### config.mk
export PLATFORM = sky130hd
export DESIGN_NAME = hand_link_framer_deframer
export DESIGN_NICKNAME = d
export VERILOG_FILES = /design/src/rtl/hlfd_pkg.sv /design/src/rtl/hlfd_front.sv /design/src/rtl/hlfd_queue.sv /design/src/rtl/hlfd_back.sv /design/src/rtl/hand_link_framer_deframer.sv
export SDC_FILE = /design/constraint.sdc
export NUM_CORES = 1
export LEC_CHECK = 0
export BUFFER_PORTS_ARGS = -buffer_cell sky130_fd_sc_hd__buf_4
export CAP_MARGIN = 20
export CELL_PAD_IN_SITES_DETAIL_PLACEMENT = 0
export CELL_PAD_IN_SITES_GLOBAL_PLACEMENT = 2
export CORE_UTILIZATION = 42
export CTS_CLUSTER_SIZE = 28
export DETAILED_ROUTE_END_ITERATION = 10
export HOLD_SLACK_MARGIN = 0.12
export PLACE_DENSITY = 0.89
export SLEW_MARGIN = 20
export SYNTH_ARGS = -nofsm -noshare
export SYNTH_HDL_FRONTEND = slang
export SYNTH_SLANG_ARGS = --single-unit
### constraint.sdc
create_clock -name clk -period 16.1 [get_ports clk]
set_clock_uncertainty 0.2 [all_clocks]
set_input_delay 0.805 -clock clk [delete_from_list [all_inputs] [get_ports clk]]
set_output_delay 0.805 -clock clk [all_outputs]
set_load 0.02 [all_outputs]
### src/rtl/hlfd_pkg.sv
// Shared types and codes for the hand link framer and deframer.
`default_nettype none
package hlfd_pkg;

  localparam int unsigned QueueDepth  = 2;
  localparam int unsigned MaxTxBytes  = 5;

  localparam logic [7:0] SpeedMinReset = 8'h31;
  localparam logic [7:0] SpeedMaxReset = 8'h85;

  localparam logic MODE_COMMAND = 1'b0;
  localparam logic MODE_BYTE    = 1'b1;

  localparam logic [2:0] CMD_START_DUMP = 3'd0;
  localparam logic [2:0] CMD_STOP_DUMP  = 3'd1;
  localparam logic [2:0] CMD_OPEN       = 3'd2;
  localparam logic [2:0] CMD_CLOSE      = 3'd3;
  localparam logic [2:0] CMD_STOP       = 3'd4;
  localparam logic [2:0] CMD_SERIAL     = 3'd5;
  localparam logic [2:0] CMD_RESET      = 3'd6;
  localparam logic [2:0] CMD_PROGRAM    = 3'd7;

  localparam logic [7:0] OP_START_DUMP = 8'h73;
  localparam logic [7:0] OP_STOP_DUMP  = 8'h7a;
  localparam logic [7:0] OP_DRIVE      = 8'h75;
  localparam logic [7:0] OP_SERIAL     = 8'h76;
  localparam logic [7:0] OP_RESET      = 8'h6d;
  localparam logic [7:0] OP_PROGRAM    = 8'h61;
  localparam logic [7:0] DUMP_MARK     = 8'hff;

  localparam logic [1:0] KIND_TX      = 2'd0;
  localparam logic [1:0] KIND_PAYLOAD = 2'd1;
  localparam logic [1:0] KIND_END     = 2'd2;

  localparam logic [2:0] STATUS_OK       = 3'd0;
  localparam logic [2:0] STATUS_DUMP     = 3'd1;
  localparam logic [2:0] STATUS_CHECKSUM = 3'd2;
  localparam logic [2:0] STATUS_LENGTH   = 3'd3;
  localparam logic [2:0] STATUS_CONTENT  = 3'd4;

  localparam logic CFG_SPEED_MIN = 1'b0;
  localparam logic CFG_SPEED_MAX = 1'b1;

  typedef struct packed {
    logic [1:0]                  kind;
    logic [2:0]                  last_idx;
    logic [MaxTxBytes-1:0][7:0]  bytes;
    logic                        is_dump;
    logic [2:0]                  status;
    logic [7:0]                  frame_length;
  } job_t;

endpackage
`default_nettype wire

### src/rtl/hlfd_front.sv
// Front end: takes items, frames commands, deframes received bytes into jobs.
`default_nettype none
module hlfd_front (
  input  wire logic         clk,
  input  wire logic         rst,
  input  wire logic         cfg_valid,
  input  wire logic         cfg_index,
  input  wire logic [7:0]   cfg_data,
  input  wire logic         in_valid,
  input  wire logic         in_ready,
  input  wire logic         mode,
  input  wire logic [2:0]   command,
  input  wire logic [7:0]   speed,
  input  wire logic [7:0]   program_value,
  input  wire logic [7:0]   rx_byte,
  output hlfd_pkg::job_t    push_job,
  output logic              push
);
  import hlfd_pkg::*;

  localparam logic [2:0] ST_IDLE  = 3'd0;
  localparam logic [2:0] ST_FIRST = 3'd1;
  localparam logic [2:0] ST_LEN   = 3'd2;
  localparam logic [2:0] ST_DATA  = 3'd3;
  localparam logic [2:0] ST_CS    = 3'd4;

  logic [7:0] speed_min, speed_max;
  logic [2:0] link_state, link_state_next;
  logic       dump_enabled, dump_enabled_next;
  logic       frame_is_dump, frame_is_dump_next;
  logic [7:0] rx_length, rx_length_next;
  logic [7:0] rx_count, rx_count_next;
  logic [7:0] rx_checksum, rx_checksum_next;
  logic [7:0] rx_first, rx_first_next;
  logic [7:0] expected_length, expected_length_next;
  logic       check_content, check_content_next;
  logic       content_mismatch, content_mismatch_next;
  logic [7:0] expected_bytes [2];
  logic       eb0_we, eb1_we;
  logic [7:0] eb0_next, eb1_next;

  logic        accept;
  logic [7:0]  diff, quot, code;
  logic [15:0] prod;
  logic [16:0] quot_sum;
  logic        rising;

  assign accept   = in_valid && in_ready;
  assign rising   = speed_max >= speed_min;
  assign diff     = rising ? (speed_max - speed_min) : (speed_min - speed_max);
  assign prod     = {8'd0, speed} * {8'd0, diff};
  assign quot_sum = {1'b0, prod} + {9'd0, prod[15:8]} + 17'd1;
  assign quot     = quot_sum[15:8];
  assign code     = rising ? (speed_min + quot) : (speed_min - quot);

  always_comb begin
    logic [7:0] op, b2, b3, n, cs, b, sum;
    logic [8:0] cnt_inc;
    logic       d, hunt_dump;
    logic [2:0] st;
    op = OP_PROGRAM; b2 = 8'd0; b3 = 8'd0; n = 8'd2; cs = 8'd0; b = rx_byte;
    sum = 8'd0; cnt_inc = 9'd0; d = 1'b0; hunt_dump = dump_enabled; st = STATUS_OK;

    link_state_next       = link_state;
    dump_enabled_next     = dump_enabled;
    frame_is_dump_next    = frame_is_dump;
    rx_length_next        = rx_length;
    rx_count_next         = rx_count;
    rx_checksum_next      = rx_checksum;
    rx_first_next         = rx_first;
    expected_length_next  = expected_length;
    check_content_next    = check_content;
    content_mismatch_next = content_mismatch;
    eb0_we = 1'b0; eb1_we = 1'b0; eb0_next = 8'd0; eb1_next = 8'd0;
    push = 1'b0;
    push_job = '0;

    if (accept && mode == MODE_COMMAND) begin
      check_content_next   = 1'b1;
      expected_length_next = 8'd2;
      case (command)
        CMD_START_DUMP: begin op = OP_START_DUMP; eb0_we = 1'b1; eb0_next = op; end
        CMD_STOP_DUMP:  begin op = OP_STOP_DUMP;  eb0_we = 1'b1; eb0_next = op; end
        CMD_OPEN:       begin op = OP_DRIVE; b2 = code; n = 8'd4; end
        CMD_CLOSE:      begin op = OP_DRIVE; b3 = code; n = 8'd4; end
        CMD_STOP:       begin op = OP_DRIVE; n = 8'd4; end
        CMD_SERIAL: begin
          op = OP_SERIAL; expected_length_next = 8'd8; check_content_next = 1'b0;
        end
        CMD_RESET:      begin op = OP_RESET; eb0_we = 1'b1; eb0_next = op; end
        default: begin
          op = OP_PROGRAM; b2 = program_value; n = 8'd3;
          expected_length_next = 8'd3;
          eb0_we = 1'b1; eb0_next = op; eb1_we = 1'b1; eb1_next = program_value;
        end
      endcase
      if (n == 8'd4) begin
        expected_length_next = 8'd3;
        eb0_we = 1'b1; eb0_next = b2;
        eb1_we = 1'b1; eb1_next = b3;
      end
      cs = n + op + b2 + b3;
      push = 1'b1;
      push_job.kind     = KIND_TX;
      push_job.last_idx = n[2:0];
      push_job.bytes[0] = n;
      push_job.bytes[1] = op;
      push_job.bytes[2] = (n == 8'd2) ? cs : b2;
      push_job.bytes[3] = (n == 8'd3) ? cs : b3;
      push_job.bytes[4] = cs;
      link_state_next       = ST_FIRST;
      frame_is_dump_next    = 1'b0;
      rx_length_next        = 8'd0;
      rx_count_next         = 8'd0;
      rx_checksum_next      = 8'd0;
      content_mismatch_next = 1'b0;
      rx_first_next         = 8'd0;
    end else if (accept) begin
      case (link_state)
        ST_FIRST, ST_LEN: begin
          d = (link_state == ST_LEN) ? frame_is_dump : 1'b0;
          if (link_state == ST_FIRST && b == DUMP_MARK) begin
            frame_is_dump_next = 1'b1;
            link_state_next    = ST_LEN;
          end else begin
            frame_is_dump_next = d;
            if (b == 8'd0) begin
              rx_length_next        = 8'd0;
              push                  = 1'b1;
              push_job.kind         = KIND_END;
              push_job.is_dump      = d;
              push_job.status       = STATUS_LENGTH;
              link_state_next       = dump_enabled ? ST_FIRST : ST_IDLE;
            end else begin
              rx_length_next        = b;
              rx_count_next         = 8'd0;
              rx_checksum_next      = b;
              content_mismatch_next = 1'b0;
              rx_first_next         = 8'd0;
              link_state_next       = (b == 8'd1) ? ST_CS : ST_DATA;
            end
          end
        end
        ST_DATA: begin
          if (rx_count == 8'd0) rx_first_next = b;
          if (rx_count[7:1] == 7'd0 && b != expected_bytes[rx_count[0]])
            content_mismatch_next = 1'b1;
          rx_checksum_next = rx_checksum + b;
          rx_count_next    = rx_count + 8'd1;
          cnt_inc          = {1'b0, rx_count_next} + 9'd1;
          if (cnt_inc >= {1'b0, rx_length}) link_state_next = ST_CS;
          push                  = 1'b1;
          push_job.kind         = KIND_PAYLOAD;
          push_job.bytes[0]     = b;
          push_job.is_dump      = frame_is_dump;
          push_job.frame_length = rx_length;
        end
        ST_CS: begin
          sum = rx_checksum;
          if (b != sum) begin
            st = STATUS_CHECKSUM;
          end else begin
            if (rx_length == 8'd2 && rx_first == OP_START_DUMP) hunt_dump = 1'b1;
            if (rx_length == 8'd2 && rx_first == OP_STOP_DUMP)  hunt_dump = 1'b0;
            if (frame_is_dump && hunt_dump)          st = STATUS_DUMP;
            else if (rx_length != expected_length)   st = STATUS_LENGTH;
            else if (check_content && content_mismatch) st = STATUS_CONTENT;
            else                                     st = STATUS_OK;
          end
          dump_enabled_next     = hunt_dump;
          push                  = 1'b1;
          push_job.kind         = KIND_END;
          push_job.is_dump      = frame_is_dump;
          push_job.status       = st;
          push_job.frame_length = rx_length;
          link_state_next       = hunt_dump ? ST_FIRST : ST_IDLE;
        end
        default: begin
          link_state_next = link_state;
        end
      endcase
    end
  end

  always_ff @(posedge clk) begin
    if (rst) begin
      speed_min        <= SpeedMinReset;
      speed_max        <= SpeedMaxReset;
      link_state       <= ST_IDLE;
      dump_enabled     <= 1'b0;
      frame_is_dump    <= 1'b0;
      rx_length        <= 8'd0;
      rx_count         <= 8'd0;
      rx_checksum      <= 8'd0;
      rx_first         <= 8'd0;
      expected_length  <= 8'd0;
      check_content    <= 1'b0;
      content_mismatch <= 1'b0;
    end else begin
      if (cfg_valid && cfg_index == CFG_SPEED_MIN) speed_min <= cfg_data;
      if (cfg_valid && cfg_index == CFG_SPEED_MAX) speed_max <= cfg_data;
      link_state       <= link_state_next;
      dump_enabled     <= dump_enabled_next;
      frame_is_dump    <= frame_is_dump_next;
      rx_length        <= rx_length_next;
      rx_count         <= rx_count_next;
      rx_checksum      <= rx_checksum_next;
      rx_first         <= rx_first_next;
      expected_length  <= expected_length_next;
      check_content    <= check_content_next;
      content_mismatch <= content_mismatch_next;
    end
  end

  always_ff @(posedge clk) begin
    if (eb0_we) expected_bytes[0] <= eb0_next;
    if (eb1_we) expected_bytes[1] <= eb1_next;
  end

endmodule
`default_nettype wire

### src/rtl/hlfd_queue.sv
// Short job queue between the front end and the back end.
`default_nettype none
module hlfd_queue #(
  parameter int unsigned DEPTH = hlfd_pkg::QueueDepth
) (
  input  wire logic        clk,
  input  wire logic        rst,
  input  wire logic        push,
  input  hlfd_pkg::job_t   push_job,
  output logic             push_ready,
  input  wire logic        pop,
  output hlfd_pkg::job_t   head_job,
  output logic             head_valid
);
  import hlfd_pkg::*;

  localparam int unsigned AW = (DEPTH > 1) ? $clog2(DEPTH) : 1;
  localparam int unsigned CW = $clog2(DEPTH + 1);

  job_t          mem [DEPTH];
  logic [AW-1:0] wr_ptr, rd_ptr;
  logic [CW-1:0] count;
  logic          do_push, do_pop;

  assign push_ready = count != CW'(DEPTH);
  assign head_valid = count != '0;
  assign head_job   = mem[rd_ptr];
  assign do_push    = push && push_ready;
  assign do_pop     = pop && head_valid;

  always_ff @(posedge clk) begin
    if (rst) begin
      wr_ptr <= '0;
      rd_ptr <= '0;
      count  <= '0;
    end else begin
      if (do_push) wr_ptr <= (wr_ptr == AW'(DEPTH - 1)) ? '0 : wr_ptr + AW'(1);
      if (do_pop)  rd_ptr <= (rd_ptr == AW'(DEPTH - 1)) ? '0 : rd_ptr + AW'(1);
      if (do_push && !do_pop)      count <= count + CW'(1);
      else if (do_pop && !do_push) count <= count - CW'(1);
    end
  end

  always_ff @(posedge clk) begin
    if (do_push) mem[wr_ptr] <= push_job;
  end

endmodule
`default_nettype wire

### src/rtl/hlfd_back.sv
// Back end: holds one job and plays its words out on the result channel.
`default_nettype none
module hlfd_back (
  input  wire logic        clk,
  input  wire logic        rst,
  input  hlfd_pkg::job_t   head_job,
  input  wire logic        head_valid,
  output logic             pop,
  output logic             out_valid,
  input  wire logic        out_ready,
  output logic [1:0]       kind,
  output logic [7:0]       byte_value,
  output logic             last,
  output logic             is_dump,
  output logic [2:0]       status,
  output logic [7:0]       frame_length
);
  import hlfd_pkg::*;

  job_t       cur;
  logic       cur_valid;
  logic [2:0] idx;
  logic       at_end, done;

  assign at_end = idx == cur.last_idx;
  assign done   = cur_valid && out_ready && at_end;
  assign pop    = head_valid && (!cur_valid || done);

  assign out_valid    = cur_valid;
  assign kind         = cur.kind;
  assign byte_value   = (cur.kind == KIND_END) ? 8'd0 : cur.bytes[idx];
  assign last         = (cur.kind == KIND_TX) && at_end;
  assign is_dump      = cur.is_dump;
  assign status       = cur.status;
  assign frame_length = cur.frame_length;

  always_ff @(posedge clk) begin
    if (rst) begin
      cur_valid <= 1'b0;
      idx       <= 3'd0;
    end else if (pop) begin
      cur_valid <= 1'b1;
      idx       <= 3'd0;
    end else if (done) begin
      cur_valid <= 1'b0;
      idx       <= 3'd0;
    end else if (cur_valid && out_ready) begin
      idx <= idx + 3'd1;
    end
  end

  always_ff @(posedge clk) begin
    if (pop) cur <= head_job;
  end

endmodule
`default_nettype wire

### src/rtl/hand_link_framer_deframer.sv
// Top level of the hand link framer and deframer.
// Path: item, job queue, back end job register, result port.
// Throughput: one received byte per cycle while the job queue has room; a
// command plays out three to five result words, one per framed byte.
// Reset: rst clears link and queue state and loads speed codes 0x31 and 0x85.
`default_nettype none
module hand_link_framer_deframer #(
  parameter int unsigned QUEUE_DEPTH = hlfd_pkg::QueueDepth
) (
  input  wire logic        clk,
  input  wire logic        rst,
  input  wire logic        cfg_valid,
  output logic             cfg_ready,
  input  wire logic        cfg_index,
  input  wire logic [7:0]  cfg_data,
  input  wire logic        in_valid,
  output logic             in_ready,
  input  wire logic        mode,
  input  wire logic [2:0]  command,
  input  wire logic [7:0]  speed,
  input  wire logic [7:0]  program_value,
  input  wire logic [7:0]  rx_byte,
  output logic             out_valid,
  input  wire logic        out_ready,
  output logic [1:0]       kind,
  output logic [7:0]       byte_value,
  output logic             last,
  output logic             is_dump,
  output logic [2:0]       status,
  output logic [7:0]       frame_length
);
  import hlfd_pkg::*;

  job_t push_job, head_job;
  logic push, push_ready, pop, head_valid;

  assign cfg_ready = 1'b1;
  assign in_ready  = push_ready;

  hlfd_front u_front (
    .clk, .rst, .cfg_valid, .cfg_index, .cfg_data,
    .in_valid, .in_ready, .mode, .command, .speed, .program_value, .rx_byte,
    .push_job, .push
  );

  hlfd_queue #(.DEPTH(QUEUE_DEPTH)) u_queue (
    .clk, .rst, .push, .push_job, .push_ready, .pop, .head_job, .head_valid
  );

  hlfd_back u_back (
    .clk, .rst, .head_job, .head_valid, .pop, .out_valid, .out_ready,
    .kind, .byte_value, .last, .is_dump, .status, .frame_length
  );

endmodule
`default_nettype wire
### Word-level counts from Yosys, hierarchy flattened

Memories as Yosys holds them, arrays and structs flattened. A register that Yosys moved wholly into a read port is not among the register bits.
Cells that the tools add are included.

| word-level totals | value |
|---|---|
| input bits | 42 |
| latch bits | 0 |
| memory bits (read-only) | 0 |
| RAM bits | 130 |
| memories kept | 2 |
| logic and storage cells | 229 |
| output and inout bits | 26 |
| flip-flop bits (word level) | 71 |

| cells by class | value |
|---|---|
| equal/unequal tests | 30 |
| multiplexer cells | 102 |
| shift operators | 0 |
| $lt $le $gt $ge | 3 |
| divide/modulo/power cells | 0 |
| $add $sub $neg | 17 |
| reductions and logical operators | 52 |
| $mul | 1 |
| bitwise operators | 4 |

Memory list:

| name | words | bits a word | rd ports | clocked after memory_dff | wr ports | line | text |
|---|---|---|---|---|---|---|---|
| u_queue.mem | 2 | 57 | 1 | 1 | 1 | hlfd_queue.sv:20 | `job_t mem [DEPTH];` |
| u_front.expected_bytes | 2 | 8 | 1 | 1 | 2 | hlfd_front.sv:38 | `logic [7:0] expected_bytes [2];` |

Operators with widths:

| cell | count |
|---|---|
| 2-to-1 mux 8 bit | 25 |
| one-hot mux 8 bit (2 select lines) | 4 |
| 2-to-1 mux 1 bit | 42 |
| adder 8 bit | 5 |
| 2-to-1 mux 35 bit | 1 |
| one-hot mux 7 bit (4 select lines) | 1 |
| one-hot mux 5 bit (5 select lines) | 1 |
| binary-select mux 8 bit (select 3 bit) | 1 |
| == test 8 x 2 -> 1 bit (second input constant) | 3 |
| 2-to-1 mux 3 bit | 8 |
| inequality test 8 bit | 3 |
| subtractor 8 bit | 3 |
| 2-to-1 mux 20 bit | 1 |
| logical AND 1 bit | 18 |
| adder 16 x 1 -> 16 bit (second input constant) | 1 |
| adder 16 x 8 -> 16 bit | 1 |
| == test 8 x 7 -> 1 bit (second input constant) | 2 |
| logical NOT 8 bit | 2 |
| multiplier 8 x 8 -> 16 bit | 1 |
| == test 3 x 2 -> 1 bit (second input constant) | 4 |
| == test 3 bit (second input constant) | 4 |
| 2-to-1 mux 12 bit | 1 |
| 2-to-1 mux 2 bit | 6 |
| 2-to-1 mux 4 bit | 3 |
| other kinds (41) | 68 |

### Logic depth before layout (Yosys ltp)

Gate-level depths: netlist of the first run.

| depth | value |
|---|---|
| word-level depth | 16 |
| gate-level depth with buffers | 68 |
| mapped depth without buffers | 67 |

### Cells and area by module

A second synthesis of the first run with hierarchy kept.

| second synthesis, totals | value |
|---|---|
| cell total of the unflattened synthesis | 1439 |
| area, all modules | 15621.2 sq um |

Modules (own cells, without submodules):

| module | cells each | seq. area each (sq um) | area an instance (sq um) | times used |
|---|---|---|---|---|
| hlfd_front | 1113 | 1661.6 | 8886.0 | 1 |
| hlfd_queue | 201 | 3523.4 | 4339.2 | 1 |
| hlfd_back | 123 | 1791.7 | 2384.8 | 1 |
| hand_link_framer_deframer | 2 | 0.0 | 11.3 | 1 |

### Worst setup path before layout of the first run

Ideal clock, no wire load.

| timing | value |
|---|---|
| path kind | register to register |
| start | reg u_front.speed_max[0] |
| end | mem u_queue.mem[0][51] in the netlist's numbering, data pin |
| path buffers | 1 |
| library setup time | 0.262 ns |
| cell stages (with the launch flop) | 63 |
| data arrival time | 13.535 ns |
| required time | 15.638 ns |
| period minus slack after synthesis | 13.997 ns |
| setup slack | 2.103 ns |
| cell sequence | dfxtp_1 > inv_1 > ha_1 > inv_1 > fa_1 > a21oi_1 > o211ai_1 > a21oi_1 > o21ai_0 > a21o_1 > a21o_1 > clkbuf_1 > a211o_1 > a31oi_1 > nor3_1 > o31ai_1 > a21oi_1 > xor2_1 > [... 27 more ...] > a21oi_1 > inv_1 > fa_1 > nor2_1 > fa_1 > fa_1 > ha_1 > fa_1 > a21oi_1 > nor2_1 > nor2_1 > o21bai_1 > a21oi_1 > xor2_1 > nand4_1 > mux2_4 > nand3_2 > mux2_4 |

RTL lines:

| what | line | text |
|---|---|---|
| start, declared | hlfd_front.sv:27 | `logic [7:0] speed_min, speed_max;` |
| start signal, assigned | hlfd_front.sv:188 | `speed_max <= SpeedMaxReset;` |
| start signal, assigned | hlfd_front.sv:201 | `if (cfg_valid && cfg_index == CFG_SPEED_MAX) speed_max <= cfg_data;` |
| end, declared | hlfd_queue.sv:20 |  |

==> results of run 1 <==
-- timing repair --
item / in CTS / in global routing
setup buffers: 0 / 2
resized for setup: 0 / 4
endpoints found under the setup margin: 0 / 6
-- logic make-up (layout without fill, tap and decap cells) --
kind of cell | after synthesis | in the layout | synth area share (%)
AOI/OAI and AO/OA | 264 | 264 | 11.1
and+or+nand+nor | 470 | 470 | 14.7
xor gates and xnor gates | 85 | 85 | 4.94
adders and majority gates | 148 | 148 | 14.2
muxes | 81 | 81 | 6.29
other | 1 | 3 | 0.0241
DFF | 248 | 248 | 43.6
buffers and inverters | 197 | 257 | 5.12
-- through the flow --
| stage | setup WS, ns | hold WS, ns |
|---|---|---|
| 4_1_cts | 0.468 | 0.249 |
| 3_3_place_gp | 0.930 | 0.253 |
| 6_report | 1.11 | 0.268 |
| 5_1_grt | 0.0196 | 0.262 |
| 3_5_place_dp | 0.522 | 0.258 |
| 2_1_floorplan | 2.10 | 0.233 |
-- routing by layer --
metal  up-vias  part of all wire (%)
li1       5286                     -
met1      5263                    47
met2       231                    47
met3        41                   4.2
met4         0                   1.9
met5         -                     0
-- cell usage after synthesis, types with 3 or more instances --
master	number	area, um^2
sky130_fd_sc_hd__dfxtp_1	67	1340
sky130_fd_sc_hd__and4_1	3	26.3
sky130_fd_sc_hd__or3_1	7	43.8
sky130_fd_sc_hd__o21a_1	7	52.6
sky130_fd_sc_hd__nor3_1	28	140
sky130_fd_sc_hd__edfxtp_1	181	5440
sky130_fd_sc_hd__nand2_1	116	435
sky130_fd_sc_hd__mux2i_1	17	170
sky130_fd_sc_hd__nor4_1	11	68.8
sky130_fd_sc_hd__o31a_1	4	35.0
sky130_fd_sc_hd__a31oi_1	7	43.8
sky130_fd_sc_hd__a22o_1	3	26.3
sky130_fd_sc_hd__mux2_2	55	619
sky130_fd_sc_hd__buf_4	14	105
sky130_fd_sc_hd__o211ai_1	4	30.0
sky130_fd_sc_hd__nor2b_1	12	75.1
sky130_fd_sc_hd__clkbuf_1	41	154
sky130_fd_sc_hd__nand4_1	6	37.5
sky130_fd_sc_hd__buf_1	8	30.0
sky130_fd_sc_hd__and3_1	18	113
sky130_fd_sc_hd__buf_2	3	15.0
sky130_fd_sc_hd__nand3_1	32	160
sky130_fd_sc_hd__nand3b_1	5	37.5
sky130_fd_sc_hd__a21oi_1	112	561
sky130_fd_sc_hd__o22ai_1	3	18.8
sky130_fd_sc_hd__ha_1	99	1240
sky130_fd_sc_hd__a211o_1	4	35.0
sky130_fd_sc_hd__o21ai_0	33	165
sky130_fd_sc_hd__inv_1	130	488
sky130_fd_sc_hd__a211oi_1	8	60.1
sky130_fd_sc_hd__o21bai_1	5	37.5
sky130_fd_sc_hd__fa_1	47	941
sky130_fd_sc_hd__a21o_1	22	165
sky130_fd_sc_hd__a21boi_0	4	30.0
sky130_fd_sc_hd__a22oi_1	14	105
sky130_fd_sc_hd__or2_2	4	25.0
sky130_fd_sc_hd__nor2_1	137	514
sky130_fd_sc_hd__mux4_2	7	158
sky130_fd_sc_hd__xor2_1	31	272
sky130_fd_sc_hd__and2_1	51	319
sky130_fd_sc_hd__xnor2_1	51	447
sky130_fd_sc_hd__nand2b_1	26	163
-- placed cells by master (no fill, tap or decap), types with 27 or more instances in the layout --
cell	instances
sky130_fd_sc_hd__xor2_1	29
sky130_fd_sc_hd__nand3_1	32
sky130_fd_sc_hd__buf_4	76
sky130_fd_sc_hd__a21oi_1	111
sky130_fd_sc_hd__inv_1	130
sky130_fd_sc_hd__fa_1	47
sky130_fd_sc_hd__o21ai_0	33
sky130_fd_sc_hd__nor2_1	137
sky130_fd_sc_hd__and2_1	50
sky130_fd_sc_hd__nand2_1	116
sky130_fd_sc_hd__clkbuf_16	27
sky130_fd_sc_hd__xnor2_1	50
sky130_fd_sc_hd__dfxtp_1	66
sky130_fd_sc_hd__edfxtp_1	181
sky130_fd_sc_hd__mux2_2	55
sky130_fd_sc_hd__ha_1	99
sky130_fd_sc_hd__nor3_1	28
-- cell type report --
class	instances	area (um^2)
diodes	2	5.00
well taps	468	586
flip-flops and latches	248	6780
repair buffers	76	571
clock buffers	37	733
multi-input cells	1049	8010
inverters	131	492
clock inverters	13	136
fillers	3348	19200
-- worst paths after layout --
| path | endpoint | depth (start not counted) | slack [ns] | from |
|---|---|---|---|---|
| max | u_queue.mem[1][51] | 66 | 1.11 | u_front.speed_max[0] |
| min | u_front.check_content | 1 | 0.27 | u_front.check_content |
| max reg2reg | u_queue.mem[1][51] | 66 | 1.11 | u_front.speed_max[0] |
| min reg2reg | u_front.check_content | 1 | 0.27 | u_front.check_content |
==> qor.txt, run 1 <==
Utilization of the core after routing - 47.4%
Number of cells after detailed placement - 1970
Final critical-path share of the clock period - 93.1%
Most heavily used metal layer in global routing - met2
Layout cells sized above 1 - 14.2%
Post-Syn Area per Cell - 10.4 um^2
CP max stage cell - sky130_fd_sc_hd__a21oi_1
Max frequency - 0.0667 GHz
Clock slew at reported path FFs - 0.06 ns
Cell Area, Placed - 16400 um^2
Final instance count without filler cells - 2024
Final Cell Area - 17300 um^2
Hold-fix buffer count after cts - 0
Total DRC errors in the routed layout - 0
Distinct cell type count after synthesis - 85
Clock latency at the later pin of the worst-skew pair - 0.55 ns
Delay-heaviest family, CP - adder cells
Net count of the mapped netlist - 1682
Pin count of the biggest net entering global routing - 58
Outcome - complete, no violations
Warnings from Yosys - 0
Setup violation total in the final timing report - 0
Type of the tightest min-delay check - flop to flop
Total buffers and inverters traversed by the critical path - 8
Sequential-to-total area share from yosys stat - 43.6%
Detail-routed net length per standard cell - 17.9 um
TNS Setup - 0 ns
Biggest registers after layout - u_queue.mem x110, u_back.cur x41, u_front.expected_bytes x16
Die Footprint - 37800 um^2
GR Util met2 - 32.1%
Final critical-path required period - 14.99 ns
Sink count of the clock tree - 248
Critical path's most frequent cell - sky130_fd_sc_hd__a21oi_1
Prevailing post-synth register cell - sky130_fd_sc_hd__edfxtp_1
Starting density of the core - 42.5%
Largest reg by FF count - u_queue.mem
Maximum buffer depth of the clock tree - 3
CTS Root Cell - sky130_fd_sc_hd__clkbuf_16
Number of flip-flops and latches in the synthesized netlist - 248
Actual transition at the worst max-transition pin - 0.895 ns
H-tree lvl count - 1
Global placement routability congestion - 0.859
Number of placement rows - 70
Required time at the worst-slack endpoint - 16.19 ns
Mapped cell area - 15500 um^2
Number of detailed-routing iterations run before antenna repair - 5
Initial detailed-routing violation count - 759
Number of port buffers - 66
Final max-slew violation count - 0
Number of antenna violations at the first check in global routing - 2
Final net count - 1721
Met1 demand-to-capacity share in global routing - 27.3%
Category of the critical setup timing path - flop to flop
Crit start category - flop
TritonCTS clock tree - built
Number of flops mapped to enable cells by yosys - 181
All-layer global routing usage - 19.5%
Max-slew headroom - 39.9%
Arrival @ worst endpoint - 15.08 ns
Total congestion overflow - 0
Delay contributed by the slowest stage of the critical path - 0.54 ns
First-pass GRT wire length - 58.5 mm
Ports - 68
Die X-Extent - 194 um
Number of instances in the synthesized netlist - 1494
Vias after detailed routing - 10821
Area of the placeable core - 36500 um^2
Met3 Usage GRT - 2.46%
Die boundary height - 194 um
Endpoint type of the worst setup path - flop
DP HPWL - 27.0 mm
Wire length after detailed routing - 36.3 mm
Number of global-route vias before repair - 10757
Antenna-violating nets left - 0
Flip-flop count of the largest register, all copies and words added - 110
P&R area growth vs syn - 11.4%
Number of buffers added by the clock tree synthesis step - 27
Max capacitance violation total - 0
Ys async rst share - 0%
Setup repair after global routing missed its margin - false
Endpoints failing hold - 0
Via count normalized by instance count - 5.35
Critical-path maximum fanout - 9
Power of run 1 is not shown: default switching activity piles up to over one toggle a cycle in this logic, so the estimate is an artifact.
==> run 2, diff against run 1 <==
--- a/config.mk
+++ b/config.mk
@@ -5,15 +5,17 @@
 export SDC_FILE = /design/constraint.sdc
 export NUM_CORES = 1
 export LEC_CHECK = 0
+export ABC_AREA = 1
 export BUFFER_PORTS_ARGS = -buffer_cell sky130_fd_sc_hd__buf_4
 export CAP_MARGIN = 20
 export CELL_PAD_IN_SITES_DETAIL_PLACEMENT = 0
 export CELL_PAD_IN_SITES_GLOBAL_PLACEMENT = 2
-export CORE_UTILIZATION = 42
+export CORE_UTILIZATION = 39
 export CTS_CLUSTER_SIZE = 28
 export DETAILED_ROUTE_END_ITERATION = 10
 export HOLD_SLACK_MARGIN = 0.12
 export PLACE_DENSITY = 0.89
+export REMOVE_ABC_BUFFERS = 1
 export SLEW_MARGIN = 20
 export SYNTH_ARGS = -nofsm -noshare
 export SYNTH_HDL_FRONTEND = slang
==> run 2 against run 1 <==
Net effect: die area up 6.9%; sequential share of layout area up 0.085 points; register-to-register slack improved by 2.6 ns; design area down 0.22%; core utilization decreased by 2.9 points; maximum frequency grew 21%; largest cell class unchanged.
==> qor.txt, run 2 <==
Final Cell Area - 17300 um^2 (-0.22%)
P&R area growth vs syn - 11.9%
Post-Syn Area per Cell - 8.51 um^2 (-18%)
Number of gates given a new drive strength after cts - 0 (unchanged)
Final net count - 2055 (+19%)
Area fraction of the dominant cell type after synthesis - 35.2% (+0.24 points)
Setup repair after global routing missed its margin - false
Final critical-path required period - 12.37 ns (-2.62 ns)
H-tree lvl count - 1 (unchanged)
Max-slew headroom - 28.3% (-12 points)
Antenna diode count - 0 (-2)
Number of instances in the synthesized netlist - 1814 (+21%)
Largest reg by FF count - u_queue.mem
Sink count of the clock tree - 248 (unchanged)
Number of global-route vias before repair - 11624 (+8.1%)
Number of detailed-routing iterations run before antenna repair - 5 (unchanged)
CP max stage cell - sky130_fd_sc_hd__xor2_1
Type of the tightest min-delay check - flop to flop
Endpoint of the worst hold path - u_front.expected_length[1]
Ports - 68 (unchanged)
Biggest registers after layout - u_queue.mem x110, u_back.cur x41, u_front.expected_bytes x16
Critical-path maximum fanout - 13 (+4)
Actual transition at the worst max-transition pin - 1.07 ns (+0.176 ns)
Total buffers and inverters traversed by the critical path - 9 (+1)
Critical path's most frequent cell - sky130_fd_sc_hd__nand2_1
Ys async rst share - 0% (unchanged)
Max capacitance violation total - 0 (unchanged)
Arrival @ worst endpoint - 12.47 ns (-2.61 ns)
Max frequency - 0.0808 GHz (+21%)
Die boundary height - 201 um (+3.4%)
Source of the worst hold timing path - u_front.expected_length[1]
Worst hold stages - 2 (+1)
Met1 demand-to-capacity share in global routing - 26.3% (-1.0 points)
Number of flops mapped to enable cells by yosys - 181 (unchanged)
First-pass GRT wire length - 61.9 mm (+5.8%)
Endpoints failing hold - 0 (unchanged)
Count of filler cells inserted in the layout - 3786 (+13%)
Reg2Reg Setup Slack - 3.73 ns (+2.62 ns)
Clock slew at reported path FFs - 0.07 ns (about the same)
Die Footprint - 40400 um^2 (+6.9%)
Count leader, synth - sky130_fd_sc_hd__nand2_1
TritonCTS clock tree - built
All-layer global routing usage - 19.1% (-0.37 points)
Starting density of the core - 39.7% (-2.8 points)
Mapped cell area - 15400 um^2 (-0.67%)
Number of placement rows - 72 (+2.9%)
Area of the placeable core - 38800 um^2 (+6.3%)
Number of antenna violations at the first check in global routing - 0 (-2)
CTS Root Cell - sky130_fd_sc_hd__clkbuf_16
Post-synthesis cell type with the largest combined area - sky130_fd_sc_hd__edfxtp_1
Warnings from Yosys - 0 (unchanged)
DP HPWL - 29.1 mm (+7.6%)
Delay contributed by the slowest stage of the critical path - 0.60 ns (+0.06 ns)
Outcome - complete, no violations
Most area-consuming cells after synthesis - sky130_fd_sc_hd__edfxtp_1 35%, sky130_fd_sc_hd__nand2_1 11%, sky130_fd_sc_hd__dfxtp_1 8.7%, sky130_fd_sc_hd__ha_1 8.0%, sky130_fd_sc_hd__inv_1 6.3%
Final critical-path share of the clock period - 76.8% (-16 points)
Number of buffers added by the clock tree synthesis step - 27 (unchanged)
Destination of the worst register-to-register timing path - u_queue.mem[1][43]
Distinct cell type count after synthesis - 46 (-46%)
Endpoint type of the worst setup path - flop
Maximum buffer depth of the clock tree - 3 (unchanged)
Clock latency at the later pin of the worst-skew pair - 0.55 ns (about the same)
Final max-slew violation count - 0 (unchanged)
Delay-heaviest family, CP - adder cells
Via count normalized by instance count - 4.90 (-8.4%)
Met3 Usage GRT - 1.92% (-0.55 points)
Hold-fix buffer count after cts - 0 (unchanged)
Sequential-to-total area share from yosys stat - 43.9% (+0.29 points)
Initial detailed-routing violation count - 759 (unchanged)
Setup violation total in the final timing report - 0 (unchanged)
R2R cell count - 58 (-12%)
Number of port buffers - 66 (unchanged)
First element of the critical path - u_front.speed_max[0]
Most common cell after layout, fill and taps aside - sky130_fd_sc_hd__nand2_1
Critical R2R Launch - u_front.speed_max[0]
Most frequent cells in the layout - 465 x sky130_fd_sc_hd__nand2_1, 260 x sky130_fd_sc_hd__inv_1, 181 x sky130_fd_sc_hd__edfxtp_1
Crit start category - flop
Pin count of the biggest net entering global routing - 58 (unchanged)
Total DRC errors in the routed layout - 0 (unchanged)
Required time at the worst-slack endpoint - 16.20 ns (about the same)
Die X-Extent - 201 um (+3.4%)
Number of flip-flops and latches in the synthesized netlist - 248 (unchanged)
Cell Area, Placed - 16400 um^2 (+0.18%)
Detail-routed net length per standard cell - 15.8 um (-12%)
GR Util met2 - 32.2% (+0.057 points)
Most numerous cell types in the synthesized netlist - 465 x sky130_fd_sc_hd__nand2_1, 261 x sky130_fd_sc_hd__inv_1, 181 x sky130_fd_sc_hd__edfxtp_1
TNS Setup - 0 ns (unchanged)
Total congestion overflow - 0 (unchanged)
Buffers inserted during post-CTS setup optimization - 0 (unchanged)
Prevailing post-synth register cell - sky130_fd_sc_hd__edfxtp_1
Vias after detailed routing - 11782 (+8.9%)
Wire length after detailed routing - 37.9 mm (+4.5%)
Most heavily used metal layer in global routing - met2
Category of the critical setup timing path - flop to flop
Global placement routability congestion - 0.859 (about the same)
Layout cells sized above 1 - 8.69% (-5.5 points)
Antenna-violating nets left - 0 (unchanged)
Flip-flop count of the largest register, all copies and words added - 110 (unchanged)
-- run 2: changes by cell type after synthesis, sizes merged, moves of 14 or more --
cell    delta
a21o      -22
a22oi     -14
and2      -50
and3      -18
inv      +136
mux2      -57
nand2    +356
nand2b    -26
nand3     +27
nand4     +19
nor2      +39
o21ai     +38
xnor2     -36
-- run 2: logic make-up (layout without fill, tap and decap cells) --
kind of cell             Yosys count  in the layout  synth area share [%]
AND/OR/NAND/NOR                  789            789                  21.2
buffers and inverters            324            398                  8.22
AO/OA/AOI/OAI                    234            234                  8.19
multiplexers                      11             11                 0.714
adder cells (fa/ha/maj)          146            146                  14.1
flip-flops                       248            248                  43.9
XOR/XNOR                          61             61                  3.61
other                              1              1                0.0243
-- run 2: worst reg2reg max path: cells and delay by family, from the launching register on --
kind | cells | cell delay (ns)
flops | 1 | 0.32
buf+inv | 9 | 0.57
xor+xnor | 2 | 0.99
fa+ha+maj | 14 | 5.72
mux | 1 | 0.40
simple gates | 29 | 3.26
compound gates | 3 | 0.70
-- run 2: final cells by class --
type	instances	area, um^2	area share [%]
tap	518	648	3.75
clock buffer	31	691	4.00
sequential	248	6780	39.2
timing repair buffer	77	578	3.35
inverter	271	1020	5.90
multi-input combinational	1242	7400	42.9
clock inverter	19	155	0.898
-- run 2: routing by layer --
metal / wire length (um) / vias up
li1: - / 6017
met1: 18200 / 5540
met2: 17800 / 185
met3: 1180 / 40
met4: 745 / 0
met5: 0 / -
-- run 2: worst max-delay path by stage --
stage | to | slack [ns] | cells past startpoint
3_5_place_dp | u_queue.mem[1][43] | 3.78 | 56
2_1_floorplan | u_queue.mem[0][43] | 5.12 | 56
6_report | u_queue.mem[1][43] | 3.73 | 58
5_1_grt | u_queue.mem[0][43] | 2.78 | 58
3_3_place_gp | u_queue.mem[0][43] | 4.06 | 56
4_1_cts | u_queue.mem[0][43] | 3.69 | 54
-- run 2: metrics by stage --
| step | hold slack (ns) | std cells | util (%) | worst slack [ns] |
|---|---|---|---|---|
| 2_1_floorplan | 0.219 | 1761 | - | 5.12 |
| 3_3_place_gp | 0.249 | 2356 | 42.3 | 4.06 |
| 3_5_place_dp | 0.255 | 2356 | 42.3 | 3.78 |
| 4_1_cts | 0.246 | 2406 | 44.5 | 3.69 |
| 5_1_grt | 0.256 | 2406 | 44.5 | 2.78 |
| 6_report | 0.262 | 2406 | 44.5 | 3.73 |
Power of run 2 is left out for the same reason.
==> run 3, diff against run 2 <==
--- a/config.mk
+++ b/config.mk
@@ -5,16 +5,16 @@
 export SDC_FILE = /design/constraint.sdc
 export NUM_CORES = 1
 export LEC_CHECK = 0
-export ABC_AREA = 1
+export ABC_AREA = 0
 export BUFFER_PORTS_ARGS = -buffer_cell sky130_fd_sc_hd__buf_4
 export CAP_MARGIN = 20
 export CELL_PAD_IN_SITES_DETAIL_PLACEMENT = 0
 export CELL_PAD_IN_SITES_GLOBAL_PLACEMENT = 2
-export CORE_UTILIZATION = 39
+export CORE_UTILIZATION = 38
 export CTS_CLUSTER_SIZE = 28
 export DETAILED_ROUTE_END_ITERATION = 10
 export HOLD_SLACK_MARGIN = 0.12
-export PLACE_DENSITY = 0.89
+export PLACE_DENSITY = 0.86
 export REMOVE_ABC_BUFFERS = 1
 export SLEW_MARGIN = 20
 export SYNTH_ARGS = -nofsm -noshare
==> constraint.sdc (replaced) <==
create_clock -name clk -period 10.1 [get_ports clk]
set_clock_uncertainty 0.2 [all_clocks]
set_input_delay 0.505 -clock clk [delete_from_list [all_inputs] [get_ports clk]]
set_output_delay 0.505 -clock clk [all_outputs]
set_load 0.02 [all_outputs]
==> run 3 against run 2 <==
Net effect: the run now ends with setup timing left; first-iteration DRC count down 13%; global-route usage up 0.18 points; register-to-register slack worse by 6.7 ns; non-clock buffer count up 258; cell count down 2.9%; critical path depth up 5; die area up 3.3%; worst hold slack worse by 0.14 ns; via count up 0.15%; core utilization up 6.0 points; critical endpoint is now u_queue.mem[0][51]; largest cell class unchanged.
==> qor.txt, run 3 (synthesis results as in run 1) <==
Final net count - 1979 (-3.7%)
Sink count of the clock tree - 248 (unchanged)
Flip-flop count of the largest register, all copies and words added - 110 (unchanged)
First-pass GRT wire length - 63.4 mm (+2.4%)
Delay contributed by the slowest stage of the critical path - 0.58 ns (-0.02 ns)
Utilization of the core after routing - 50.5% (+6.0 points)
Starting density of the core - 38.8% (-0.91 points)
Number of global-route vias before repair - 11979 (+3.1%)
Number of antenna violations at the first check in global routing - 1 (+1)
Ports - 68 (unchanged)
TritonCTS clock tree - built
Detail-routed net length per standard cell - 17.1 um (+8.5%)
Via count normalized by instance count - 5.05 (+3.2%)
Maximum buffer depth of the clock tree - 3 (unchanged)
Number of buffers added by the clock tree synthesis step - 26 (-3.7%)
CP max stage cell - sky130_fd_sc_hd__fa_2
Number of detailed-routing iterations run before antenna repair - 5 (unchanged)
Most frequent cells in the layout - 300 x sky130_fd_sc_hd__buf_4, 181 x sky130_fd_sc_hd__edfxtp_1, 123 x sky130_fd_sc_hd__nor2_1
Critical path's most frequent cell - sky130_fd_sc_hd__fa_1
Clock latency at the later pin of the worst-skew pair - 0.55 ns (about the same)
Die boundary height - 204 um (+1.6%)
Total congestion overflow - 0 (unchanged)
Vias after detailed routing - 11800 (+0.15%)
Endpoints failing hold - 0 (unchanged)
P&R area growth vs syn - 30.1%
Antenna diode count - 0 (unchanged)
Setup repair after global routing missed its margin - true
Required time at the worst-slack endpoint - 10.19 ns (-6.01 ns)
Critical R2R Launch - u_front.speed_max[0]
Max-slew headroom - 27.8% (-0.50 points)
CTS Root Cell - sky130_fd_sc_hd__clkbuf_16
Antenna-violating nets left - 0 (unchanged)
TNS Setup - -94.32 ns (-94.32 ns)
Wire length after detailed routing - 40.0 mm (+5.4%)
H-tree lvl count - 1 (unchanged)
Total DRC errors in the routed layout - 0 (unchanged)
First element of the critical path - u_front.speed_max[0]
DP HPWL - 28.8 mm (-1.0%)
Critical-path maximum fanout - 5 (-8)
Die X-Extent - 204 um (+1.6%)
Final critical-path required period - 13.11 ns (+0.744 ns)
Biggest registers after layout - u_queue.mem x110, u_back.cur x41, u_front.expected_bytes x16
Violations in the final reports - setup timing
Setup violation total in the final timing report - 62 (+62)
Global placement routability congestion - 0.875 (+1.9%)
Pin count of the biggest net entering global routing - 58 (unchanged)
Clock slew at reported path FFs - 0.06 ns (about the same)
Crit start category - flop
Layout cells sized above 1 - 32.9% (+24 points)
Largest reg by FF count - u_queue.mem
Outcome - complete, but fails checks
Actual transition at the worst max-transition pin - 1.07 ns (+0.000128 ns)
Source of the worst hold timing path - program_value[2]
All-layer global routing usage - 19.3% (+0.18 points)
Die Footprint - 41700 um^2 (+3.3%)
Final critical-path share of the clock period - 130% (+53 points)
Post-route worst setup slack - -3.01 ns (-6.74 ns)
Initial detailed-routing violation count - 660 (-13%)
Category of the critical setup timing path - flop to flop
Max frequency - 0.0763 GHz (-5.7%)
Most common cell after layout, fill and taps aside - sky130_fd_sc_hd__buf_4
Arrival @ worst endpoint - 13.21 ns (+0.74 ns)
Endpoint type of the worst setup path - flop
Max capacitance violation total - 0 (unchanged)
Final max-slew violation count - 0 (unchanged)
Number of placement rows - 73 (+1.4%)
Area of the placeable core - 40000 um^2 (+3.0%)
Number of port buffers - 66 (unchanged)
Type of the tightest min-delay check - input port to flop
[run 3: repair_timing]
item | in CTS | in global routing
hold endpoints to repair | 23 | 0
pin swaps | 90 | 63
setup buffers | 58 | 15
cloned | 1 | 0
gates resized for setup | 123 | 85
setup endpoints to repair | 63 | 64
hold buffers | 15 | 0
[run 3: area by class of cell]
type / instances / area, um^2
Clock buffer: 33 / 677
Clock inverter: 15 / 83.8
Fill cell: 3564 / 19800
Multi-Input combinational cell: 1049 / 8890
Inverter: 131 / 497
Timing Repair Buffer: 335 / 2630
Tap cell: 525 / 657
Sequential cell: 248 / 6780
[run 3: path summary, 6_finish.rpt]
| path | to | slack (ns) | cells after the start |
|---|---|---|---|
| max | u_queue.mem[0][51] | -3.01 | 63 |
| min reg2reg | u_front.check_content | 0.27 | 1 |
| min | u_front.expected_bytes[1][2] | 0.13 | 3 |
| max reg2reg | u_queue.mem[0][51] | -3.01 | 63 |
[run 3: routing by layer]
layer	up-vias	wire [um]	GRT usage, %
li1	5795	-	-
met1	5747	18300	25.7
met2	208	19500	33.1
met3	50	1360	2.17
met4	0	748	4.93
met5	-	0	0
[run 3: per-stage QoR]
| stage | area [um^2] | hold slack [ns] | setup WS [ns] | cells |
|---|---|---|---|---|
| 3_3_place_gp | 17800 | 0.251 | -3.60 | 2211 |
| 4_1_cts | 19800 | 0.139 | -3.03 | 2331 |
| 3_5_place_dp | 17800 | 0.258 | -4.06 | 2211 |
| 6_report | 20200 | 0.126 | -3.01 | 2336 |
| 2_1_floorplan | 15200 | 0.233 | -4.00 | 1428 |
| 5_1_grt | 20200 | 0.126 | -3.64 | 2336 |
[run 3: worst max-delay path: cells and delay by family (launching register included)]
family | cells | cell delay, ns
xor gates and xnor gates | 4 | 0.73
and+or+nand+nor | 11 | 1.06
DFF | 1 | 0.32
buffers and inverters | 11 | 0.91
adders and majority gates | 15 | 5.62
muxes | 3 | 0.73
AOI/OAI and AO/OA | 19 | 3.30
Power of run 3 is left out for the same reason.
